==> config.mk <==
export PLATFORM = sky130hd
export DESIGN_NAME = sonde_frame_descramble_checksum
export DESIGN_NICKNAME = d
export VERILOG_FILES = /design/src/sv/sfdc_pkg.sv /design/src/sv/sonde_frame_descramble_checksum.sv /design/src/sv/sfdc_front.sv /design/src/sv/sfdc_queue.sv /design/src/sv/sfdc_back.sv
export VERILOG_INCLUDE_DIRS = /design/src /design/src/sv
export SDC_FILE = /design/constraint.sdc
export NUM_CORES = 1
export LEC_CHECK = 0
export BUFFER_PORTS_ARGS = -buffer_cell sky130_fd_sc_hd__buf_2
export CAP_MARGIN = 0
export CORE_MARGIN = 4
export CORE_UTILIZATION = 45
export CTS_CLUSTER_DIAMETER = 80
export DETAILED_ROUTE_END_ITERATION = 10
export HOLD_SLACK_MARGIN = 0.12
export PLACE_DENSITY = 0.67
export SYNTH_ARGS = -nofsm -noshare
export SYNTH_HDL_FRONTEND = slang
export SYNTH_SLANG_ARGS = --single-unit
==> constraint.sdc <==
create_clock -name i_clk -period 10.56 [get_ports i_clk]
set_clock_uncertainty 0.05 [all_clocks]
set_input_delay 2.112 -clock i_clk [delete_from_list [all_inputs] [get_ports i_clk]]
set_output_delay 2.112 -clock i_clk [all_outputs]
set_load 0.005 [all_outputs]
==> src/sv/sonde_frame_descramble_checksum_assert.svh <==
// Assertion macros shared by the descrambler and checksum modules.
`ifndef SONDE_FRAME_DESCRAMBLE_CHECKSUM_ASSERT_SVH
`define SONDE_FRAME_DESCRAMBLE_CHECKSUM_ASSERT_SVH
`ifndef SYNTHESIS
// Check a property on every rising clock edge outside reset.
`define SFDC_ASSERT(lbl, clk, rst_n, prop, msg) \
    lbl: assert property (@(posedge clk) disable iff (!rst_n) prop) else $error(msg);
// Check a property on every rising clock edge, reset included.
`define SFDC_ASSERT_ALWAYS(lbl, clk, prop, msg) \
    lbl: assert property (@(posedge clk) prop) else $error(msg);
`else
`define SFDC_ASSERT(lbl, clk, rst_n, prop, msg)
`define SFDC_ASSERT_ALWAYS(lbl, clk, prop, msg)
`endif
`endif

==> src/sv/sfdc_pkg.sv <==
// Types, constants and checksum step shared by the descrambler modules.
`default_nettype none
package sfdc_pkg;

    localparam logic [7:0] FRAME_LEN_RESET = 8'd70;
    localparam logic [7:0] FRAME_LEN_MIN   = 8'd4;
    localparam logic [7:0] SCRAMBLE_MASK   = 8'hFF;
    localparam logic [7:0] LOW6_MASK       = 8'h3F;

    // What the back end does with a byte
    typedef enum logic [1:0] {
        KIND_PAYLOAD = 2'd0,
        KIND_RX_HIGH = 2'd1,
        KIND_FINAL   = 2'd2
    } t_kind;

    // One classified byte on its way from front to back
    typedef struct packed {
        logic [7:0] plain;
        t_kind      kind;
        logic       clr;
    } t_item;

    // One rotate/XOR step of the running checksum
    function automatic logic [15:0] sum_step(input logic [15:0] c, input logic [7:0] b);
        logic [7:0] x;
        logic [7:0] t;
        logic [7:0] s;
        x = {b[0], b[7:1]};
        x = x ^ (x >> 2);
        t = {c[1] ^ c[3] ^ c[5], c[0] ^ c[2] ^ c[4], c[5:0] & LOW6_MASK[5:0]};
        s = c[14:7];
        s = s ^ (s >> 2);
        return {c[7:0], x ^ t ^ s};
    endfunction

endpackage
`default_nettype wire

==> src/sv/sonde_frame_descramble_checksum.sv <==
// Input beats pass through a two-entry queue and then the back end's output register.
// Throughput: one byte per cycle unless the queue is full, even while a result waits.
// The front end holds position and chaining bit, the back end the 16-bit running checksum.
// Reset (synchronous, active low) restores frame_length 70 and clears all frame state.
// Top level of the frame descrambler and checksum checker.
`default_nettype none
module sonde_frame_descramble_checksum (
    input  wire logic       i_clk,
    input  wire logic       i_rst_n,
    input  wire logic       i_cfg_wr_en,
    input  wire logic [7:0] i_cfg_wr_data,   // frame_length
    input  wire logic       i_s_axis_tvalid,
    output logic            o_s_axis_tready,
    input  wire logic [7:0] i_s_axis_tdata,  // [7:0] raw_byte
    input  wire logic       i_s_axis_tuser,  // [0] frame_start
    output logic            o_m_axis_tvalid,
    input  wire logic       i_m_axis_tready,
    output logic [7:0]      o_m_axis_tdata,  // [7:0] plain_byte
    output logic            o_m_axis_tlast,  // last_of_frame
    output logic            o_m_axis_tuser   // [0] checksum_good
);
    import sfdc_pkg::*;

    t_item front_item;
    t_item q_item;
    logic  q_ready;
    logic  q_valid;
    logic  q_pop;
    logic  in_accept;

    assign o_s_axis_tready = q_ready;
    assign in_accept       = i_s_axis_tvalid && q_ready;

    sfdc_front u_front (
        .i_clk         (i_clk),
        .i_rst_n       (i_rst_n),
        .i_cfg_wr_en   (i_cfg_wr_en),
        .i_cfg_wr_data (i_cfg_wr_data),
        .i_accept      (in_accept),
        .i_raw_byte    (i_s_axis_tdata),
        .i_frame_start (i_s_axis_tuser),
        .o_item        (front_item)
    );

    sfdc_queue u_queue (
        .i_clk   (i_clk),
        .i_rst_n (i_rst_n),
        .i_push  (in_accept),
        .i_item  (front_item),
        .o_ready (q_ready),
        .i_pop   (q_pop),
        .o_valid (q_valid),
        .o_item  (q_item)
    );

    sfdc_back u_back (
        .i_clk     (i_clk),
        .i_rst_n   (i_rst_n),
        .i_q_valid (q_valid),
        .i_q_item  (q_item),
        .o_q_pop   (q_pop),
        .o_valid   (o_m_axis_tvalid),
        .i_ready   (i_m_axis_tready),
        .o_plain   (o_m_axis_tdata),
        .o_last    (o_m_axis_tlast),
        .o_good    (o_m_axis_tuser)
    );

endmodule
`default_nettype wire

==> src/sv/sfdc_front.sv <==
// Front end: accept raw bytes, descramble them and classify by frame position.
`default_nettype none
module sfdc_front (
    input  wire logic           i_clk,
    input  wire logic           i_rst_n,
    input  wire logic           i_cfg_wr_en,
    input  wire logic [7:0]     i_cfg_wr_data,
    input  wire logic           i_accept,
    input  wire logic [7:0]     i_raw_byte,
    input  wire logic           i_frame_start,
    output sfdc_pkg::t_item     o_item
);
    import sfdc_pkg::*;

    logic [7:0] r_frame_len;
    logic [7:0] r_pos, n_pos;
    logic       r_prev, n_prev;
    logic [7:0] len_eff;
    logic [7:0] pos_eff;
    logic       prev_eff;
    logic       is_final;
    logic       is_payload;

    // Clamp the configured length and restart the frame on frame_start
    always_comb begin
        len_eff    = (r_frame_len < FRAME_LEN_MIN) ? FRAME_LEN_MIN : r_frame_len;
        pos_eff    = i_frame_start ? 8'd0 : r_pos;
        prev_eff   = i_frame_start ? 1'b0 : r_prev;
        is_final   = ({1'b0, pos_eff} + 9'd1) >= {1'b0, len_eff};
        is_payload = ({1'b0, pos_eff} + 9'd2) < {1'b0, len_eff};
    end

    // Descramble and tag the byte
    always_comb begin
        o_item.plain = i_raw_byte ^ SCRAMBLE_MASK ^ {prev_eff, i_raw_byte[7:1]};
        o_item.clr   = i_frame_start;
        priority if (is_final) begin
            o_item.kind = KIND_FINAL;
        end else if (is_payload) begin
            o_item.kind = KIND_PAYLOAD;
        end else begin
            o_item.kind = KIND_RX_HIGH;
        end
    end

    // Advance position and chaining bit; drop both after the final byte
    always_comb begin
        n_pos  = is_final ? 8'd0 : pos_eff + 8'd1;
        n_prev = is_final ? 1'b0 : i_raw_byte[0];
    end

    always_ff @(posedge i_clk) begin
        if (!i_rst_n) begin
            r_frame_len <= FRAME_LEN_RESET;
            r_pos       <= 8'd0;
            r_prev      <= 1'b0;
        end else begin
            if (i_cfg_wr_en) begin
                r_frame_len <= i_cfg_wr_data;
            end
            if (i_accept) begin
                r_pos  <= n_pos;
                r_prev <= n_prev;
            end
        end
    end

endmodule
`default_nettype wire

==> src/sv/sfdc_queue.sv <==
// Two-entry queue between the front and back ends.
`default_nettype none
`include "sonde_frame_descramble_checksum_assert.svh"
module sfdc_queue (
    input  wire logic           i_clk,
    input  wire logic           i_rst_n,
    input  wire logic           i_push,
    input  wire sfdc_pkg::t_item i_item,
    output logic                o_ready,
    input  wire logic           i_pop,
    output logic                o_valid,
    output sfdc_pkg::t_item     o_item
);
    import sfdc_pkg::*;

    t_item       r_mem [2];
    logic        r_wr_ptr;
    logic        r_rd_ptr;
    logic [1:0]  r_count, n_count;

    assign o_ready = (r_count != 2'd2);
    assign o_valid = (r_count != 2'd0);
    assign o_item  = r_mem[r_rd_ptr];

    // Track fill level
    always_comb begin
        n_count = r_count;
        if (i_push && !i_pop) begin
            n_count = r_count + 2'd1;
        end else if (!i_push && i_pop) begin
            n_count = r_count - 2'd1;
        end
    end

    // Hold entry data
    always_ff @(posedge i_clk) begin
        if (i_push) begin
            r_mem[r_wr_ptr] <= i_item;
        end
    end

    always_ff @(posedge i_clk) begin
        if (!i_rst_n) begin
            r_wr_ptr <= 1'b0;
            r_rd_ptr <= 1'b0;
            r_count  <= 2'd0;
        end else begin
            if (i_push) begin
                r_wr_ptr <= ~r_wr_ptr;
            end
            if (i_pop) begin
                r_rd_ptr <= ~r_rd_ptr;
            end
            r_count <= n_count;
        end
    end

    `SFDC_ASSERT(a_no_overfill, i_clk, i_rst_n, (r_count != 2'd3), "queue count out of range")
    `SFDC_ASSERT(a_no_pop_empty, i_clk, i_rst_n, (i_pop |-> r_count != 2'd0), "pop from empty queue")
    `SFDC_ASSERT(a_ptr_gap, i_clk, i_rst_n, ((r_count == 2'd0 || r_count == 2'd2) |-> r_wr_ptr == r_rd_ptr), "queue pointers disagree with count")

endmodule
`default_nettype wire

==> src/sv/sfdc_back.sv <==
// Back end: run the checksum, compare it on the final byte and hold the result beat.
`default_nettype none
`include "sonde_frame_descramble_checksum_assert.svh"
module sfdc_back (
    input  wire logic           i_clk,
    input  wire logic           i_rst_n,
    input  wire logic           i_q_valid,
    input  wire sfdc_pkg::t_item i_q_item,
    output logic                o_q_pop,
    output logic                o_valid,
    input  wire logic           i_ready,
    output logic [7:0]          o_plain,
    output logic                o_last,
    output logic                o_good
);
    import sfdc_pkg::*;

    logic [15:0] r_sum, n_sum;
    logic [7:0]  r_rx_high, n_rx_high;
    logic        r_valid;
    logic [7:0]  r_plain;
    logic        r_last, n_last;
    logic        r_good, n_good;
    logic [15:0] sum_eff;
    logic [7:0]  rx_high_eff;
    logic        take;

    // Take a beat when the output register is free or draining
    assign take    = i_q_valid && (!r_valid || i_ready);
    assign o_q_pop = take;

    // Update checksum state by byte kind
    always_comb begin
        sum_eff     = i_q_item.clr ? 16'd0 : r_sum;
        rx_high_eff = i_q_item.clr ? 8'd0 : r_rx_high;
        n_sum       = sum_eff;
        n_rx_high   = rx_high_eff;
        n_last      = 1'b0;
        n_good      = 1'b0;
        unique case (i_q_item.kind)
            KIND_PAYLOAD: begin
                n_sum = sum_step(sum_eff, i_q_item.plain);
            end
            KIND_RX_HIGH: begin
                n_rx_high = i_q_item.plain;
            end
            KIND_FINAL: begin
                n_last    = 1'b1;
                n_good    = ({rx_high_eff, i_q_item.plain} == sum_eff);
                n_sum     = 16'd0;
                n_rx_high = 8'd0;
            end
            default: begin
                n_sum = sum_eff;
            end
        endcase
    end

    // Hold result payload
    always_ff @(posedge i_clk) begin
        if (take) begin
            r_plain <= i_q_item.plain;
            r_last  <= n_last;
            r_good  <= n_good;
        end
    end

    always_ff @(posedge i_clk) begin
        if (!i_rst_n) begin
            r_valid   <= 1'b0;
            r_sum     <= 16'd0;
            r_rx_high <= 8'd0;
        end else begin
            if (take) begin
                r_valid   <= 1'b1;
                r_sum     <= n_sum;
                r_rx_high <= n_rx_high;
            end else if (i_ready) begin
                r_valid <= 1'b0;
            end
        end
    end

    assign o_valid = r_valid;
    assign o_plain = r_plain;
    assign o_last  = r_last;
    assign o_good  = r_good;

    `SFDC_ASSERT(a_good_on_last, i_clk, i_rst_n, ((r_valid && r_good) |-> r_last), "checksum flag off the final byte")
    `SFDC_ASSERT(a_clear_after_final, i_clk, i_rst_n, ((take && i_q_item.kind == KIND_FINAL) |=> (r_sum == 16'd0 && r_rx_high == 8'd0)), "checksum state not cleared after final byte")
    `SFDC_ASSERT_ALWAYS(a_reset_idle, i_clk, (!i_rst_n |=> !r_valid), "output valid after reset")

endmodule
`default_nettype wire

=== Word level (Yosys, flattened, before mapping) ===
Memories as Yosys holds them, arrays and structs flattened. A register that Yosys moved wholly into a read port is not among the register bits.
Cells that the tools add are included.

* Register bits after elaboration: 56
* Memory bits (writable): 22
* Input bits: 22
* Word-level logic and storage cells: 69
* Memories: 1

{| class="wikitable"
|+ Memory list
! memory !! words !! width !! rd ports !! clocked after memory_dff !! write ports !! line !! RTL
|-
| u_queue.r_mem || 2 || 11 || 1 || 1 || 1 || sfdc_queue.sv:16 || <nowiki>t_item r_mem [2];</nowiki>
|}

* $add $sub $neg: 5
* Magnitude comparators: 3
* Equality and inequality tests: 4
* Mux-type cells: 20
* Bitwise operators: 12
* Reduce and logical (&&, ||, !) cells: 12

{| class="wikitable"
|+ Operators with widths
! kind !! count
|-
| two-way mux 8 bit || 4
|-
| case mux 16 bit (2 select lines) || 1
|-
| bitwise XOR 8 bit || 3
|-
| equality test 16 bit || 1
|-
| two-way mux 16 bit || 1
|-
| case mux 8 bit (2 select lines) || 1
|-
| bitwise XOR 8 x 6 -> 8 bit || 2
|-
| two-way mux 1 bit || 10
|-
| adder 8 x 1 -> 9 bit (second input constant) || 1
|-
| adder 8 x 2 -> 9 bit (second input constant) || 1
|-
| greater-or-equal comparator 9 x 8 -> 1 bit || 1
|-
| < comparator 9 x 8 -> 1 bit || 1
|-
| adder 8 x 1 -> 8 bit (second input constant) || 1
|-
| < comparator 8 x 3 -> 1 bit (second input constant) || 1
|-
| NOT 8 bit || 1
|-
| two-way mux 2 bit || 3
|-
| nonzero test 2 bit || 3
|-
| logical AND 1 bit || 4
|-
| bitwise XOR 1 bit || 4
|-
| logical NOT 1 bit || 3
|-
| adder 2 x 1 -> 2 bit (second input constant) || 1
|-
| equality test 2 x 1 -> 1 bit (second input constant) || 1
|-
| equality test 2 bit (second input constant) || 1
|-
| logical NOT 2 bit || 1
|-
| 4 further kinds || 5
|}

=== Longest topological paths before layout ===
* Depth in word-level cells: 6
* Mapped depth: 13
* Mapped depth without buffers: 12

=== By module ===
From an unflattened synthesis, not the netlist that was laid out.

* Cells, all modules: 412
* Area total of the unflattened synthesis: 4,330.4 um^2

{| class="wikitable"
|+ By module, submodules not included
! module !! times used !! cells an instance !! area each (um^2) !! seq. area each (um^2)
|-
| sfdc_back || 1 || 177 || 1,851.8 || 800.8
|-
| sfdc_front || 1 || 178 || 1,463.9 || 340.3
|-
| sfdc_queue || 1 || 56 || 1,008.5 || 760.7
|-
| sonde_frame_descramble_checksum || 1 || 1 || 6.3 || 0.0
|}

=== Worst setup path before layout ===
No wires, ideal clock.

* Kind: input port to flip-flop
* Start point: input i_s_axis_tuser
* End point: memory u_queue.r_mem[0][2] in the netlist's numbering (data pin)
* Arrival time: 4,761 ps
* Data required time: 10,245 ps
* Slack: 5,485 ps
* Stages: 13
* Path buffers: 2
* Cells stage by stage: clkbuf_1 > nor2b_1 > ha_1 > nand3_1 > or3_1 > a21oi_1 > ha_1 > and3_1 > a221oi_1 > o31a_1 > o31ai_1 > buf_2 > or2_2

{| class="wikitable"
|+ RTL lines
! element !! line !! RTL
|-
| start, declared || sonde_frame_descramble_checksum.sv:15 || <nowiki>input wire logic i_s_axis_tuser,</nowiki>
|-
| end, declared || sfdc_queue.sv:16 ||
|}

==> run_results.csv <==
group,metric,value,unit
timing,fmax,0.197,GHz
die,die-area,11200,um2
power,power.internal,634,uW
synthesis,synth_top_cell_by_area,"edfxtp_1",
timing,min_period,5.07,ns
detailed_routing,via_per_inst,5.45,
timing,finalCritPeriodShare,0.480,
synthesis,synth_flop_cell,"dfxtp_1",
synthesis,synth.net_count,480,
synthesis,yosysUniqueCellTypes,57,
synthesis,synth.cell_area,4290,um2
global_routing,grt_first_pass_wirelength,15.6,mm
worst_setup_path,crit_start,"i_s_axis_tuser",
power,clkPwrFrac,0.233,
timing,finalHoldViolations,0,
worst_setup_path,critPathMaxFanout,16,
die,dieWidth,106,um
clock_tree,post_cts_buffers,0,
synthesis,syn_inst,438,
die,rows,35,
clock_tree,root_buffer,"clkbuf_8",
power,pwr-share-seq,0.436,
power,comb_power_share,0.331,
place,gp_congestion,0.871,
worst_hold_path,hp-start,"u_front.r_prev",
outcome,outcome,"finished, final reports clean",
timing,tightest_slew,1.28,ns
detailed_routing,drt_wl_total,9.29,mm
clock_tree,clock_latency,0.36,ns
clock_tree,numCtsBuffers,9,
worst_setup_path,critPathKind,"in -> reg",
detailed_routing,drt_first_pass_iters,4,
clock_tree,cts.sinks,79,
final_layout,drive_gt1_frac,0.127,
synthesis,ys_warn_count,0,
global_routing,grt.overflow.total,0,
worst_setup_path,regToRegSetupSlack,7.00,ns
worst_setup_path,arrival,5.13,ns
power,swShare,0.364,
global_routing,grt_max_degree,31,
clock_tree,clkSlewWorstSetupHoldPaths,0.09,ns
synthesis,synth_edf_count,32,
global_routing,grt_pass1_vias,3142,
final_layout,finalNetCount,500,
detailed_routing,antenna_left,0,
clock_tree,cts_tree,"done",
power,power_density,211,nW/um2
final_layout,diodes,0,
synthesis,postSynth.asyncResetShare,0,
power,total_power,997,uW
timing,final-max-slew-violation-count,0,
timing,rsz0062_at_grt,"no",
detailed_routing,drt_iter0_drc,82,
place,hpwlAfterDp,6.85,mm
synthesis,avgSynthCellArea,9.79,um2
final_layout,area_growth,9.98,%
global_routing,antenna_found_initial,0,
detailed_routing,drc,0,
worst_setup_path,reg2reg_from,"u_front.r_pos[1]",
synthesis,netlist.area_leader.share,0.224,
power,leakage,1.79,nW
synthesis,ys_seq_elements,79,
timing,setup-tns-final,0,ns
worst_setup_path,critPathCaptureType,"register",
power,p_switching,363,uW
global_routing,grt_usage,0.175,
power,ir_drop,108,uV
clock_tree,cts_buffer_depth,2,
worst_setup_path,worstPathRequired,10.62,ns
timing,slew_headroom,0.124,
synthesis,yosys-top-cells-area,"edfxtp_1, dfxtp_1, xnor2_1, ha_1, nor2_1",
synthesis,ys_seq_area_frac,0.443,
clock_tree,cts_resized,0,
timing,setup_viol,0,
job,cap_violations,0,
place,portBuffers,33,
die,die_y,106,um
die,start_util,0.464,
worst_hold_path,hold_class,"reg -> reg",
detailed_routing,vias,3227,
worst_setup_path,critPathLaunchType,"input pin",
die,ios,34,
die,design.core.area,9240,um2
clock_tree,cts_hold_buf,0,
clock_tree,htreeDepth,3,
detailed_routing,post_drt_wl_per_cell,15.7,um
-- state kept, by name, summed over array words and instances, names as in the netlist, named ones only --
signal,flops
u_back.o_good,1
u_back.o_last,1
u_back.o_plain,8
u_back.o_valid,1
u_back.r_rx_high,8
u_back.r_sum,16
u_front.r_frame_len,8
u_front.r_pos,8
u_front.r_prev,1
u_queue.r_count,2
u_queue.r_mem,22
u_queue.r_rd_ptr,1
u_queue.r_wr_ptr,1
-- cells in the mapped netlist, types with 11 or more instances --
master	instances
a22oi_1	17
clkbuf_1	16
dfxtp_1	47
edfxtp_1	32
ha_1	20
inv_1	26
mux2i_1	15
nand2_1	41
nand2b_1	11
nor2_1	43
xnor2_1	38
xor2_1	11
-- metrics by stage --
step	util	worst slack (ns)	instances	instance area [um2]	hold WS [ns]
floorplan	-	5.48	438	4290	0.367
global placement	0.488	5.29	576	4510	0.395
detailed placement	0.488	5.13	576	4510	0.401
CTS	0.510	5.53	592	4720	0.416
global route	0.510	5.31	592	4720	0.453
finish	0.510	5.49	592	4720	0.413
-- worst max-delay path: stages --
cell,delay (ns)
buf_2,0.19
nor2b_1,0.23
ha_1,0.28
nand3_1,0.19
or3_1,0.40
a21oi_1,0.22
ha_1,0.27
and3_1,0.20
a221oi_1,0.27
o31a_1,0.18
o31ai_1,0.11
buf_4,0.19
or2_2,0.29
-- power by group through the flow --
stage	sequential, mW	combinational (mW)	clock [mW]
2_1_floorplan	0.416	0.266	0
3_3_place_gp	0.439	0.323	0
3_5_place_dp	0.441	0.330	0
4_1_cts	0.434	0.333	0.237
5_1_grt	0.444	0.369	0.251
6_report	0.434	0.331	0.232
-- placed cells by master, fill, tap and decap left out, types with 3 or more instances in the layout --
cell        n
xnor2_1    38
clkbuf_8    9
ha_1       20
nand3_1     9
a21o_1      3
a21oi_1     9
mux2i_1    15
nand2_1    41
o211ai_1    3
buf_2      33
nor2b_1    10
o2bb2ai_1   6
a22oi_1    17
or3_1       3
inv_1      26
edfxtp_1   32
and2_1      4
xor2_1     11
o31ai_1     9
nand2b_1   11
nand4_1     3
a211oi_1    4
dfxtp_1    47
nor2_1     43
a2111oi_2   3
o21ai_0     6
and3_1      4
-- area by class of cell --
class	instances	area (um2)
inverter	26	97.6
timing repair buffer	34	173
multi-input combinational	308	2180
clock buffer	9	124
tap	129	161
fill	874	4520
clock inverter	7	80.1
sequential	79	1900
-- final timing paths --
check	endpoint	depth (start not counted)
setup reg to reg	u_queue.r_mem[0][2]	12
hold reg to reg	u_front.r_prev	2
setup / recovery	u_queue.r_mem[0][2]	13
hold / removal	u_front.r_prev	2
-- logic make-up after synthesis --
logic type	Yosys count	synth area share
AO/OA/AOI/OAI	80	0.143
AND/OR/NAND/NOR	138	0.152
multiplexers	18	0.0455
flip-flops	79	0.443
adder cells (fa/ha/maj)	22	0.0630
XOR/XNOR	50	0.105
buffers and inverters	51	0.0484
-- layer usage --
layer,global-route usage,vias to the layer above,routed length (um)
li1,-,1579,-
met1,0.211,1573,3960
met2,0.308,60,4780
met3,0.0416,15,359
met4,0.0555,0,180
met5,0,-,0
Note: power is estimated with default switching activity, not from simulation.
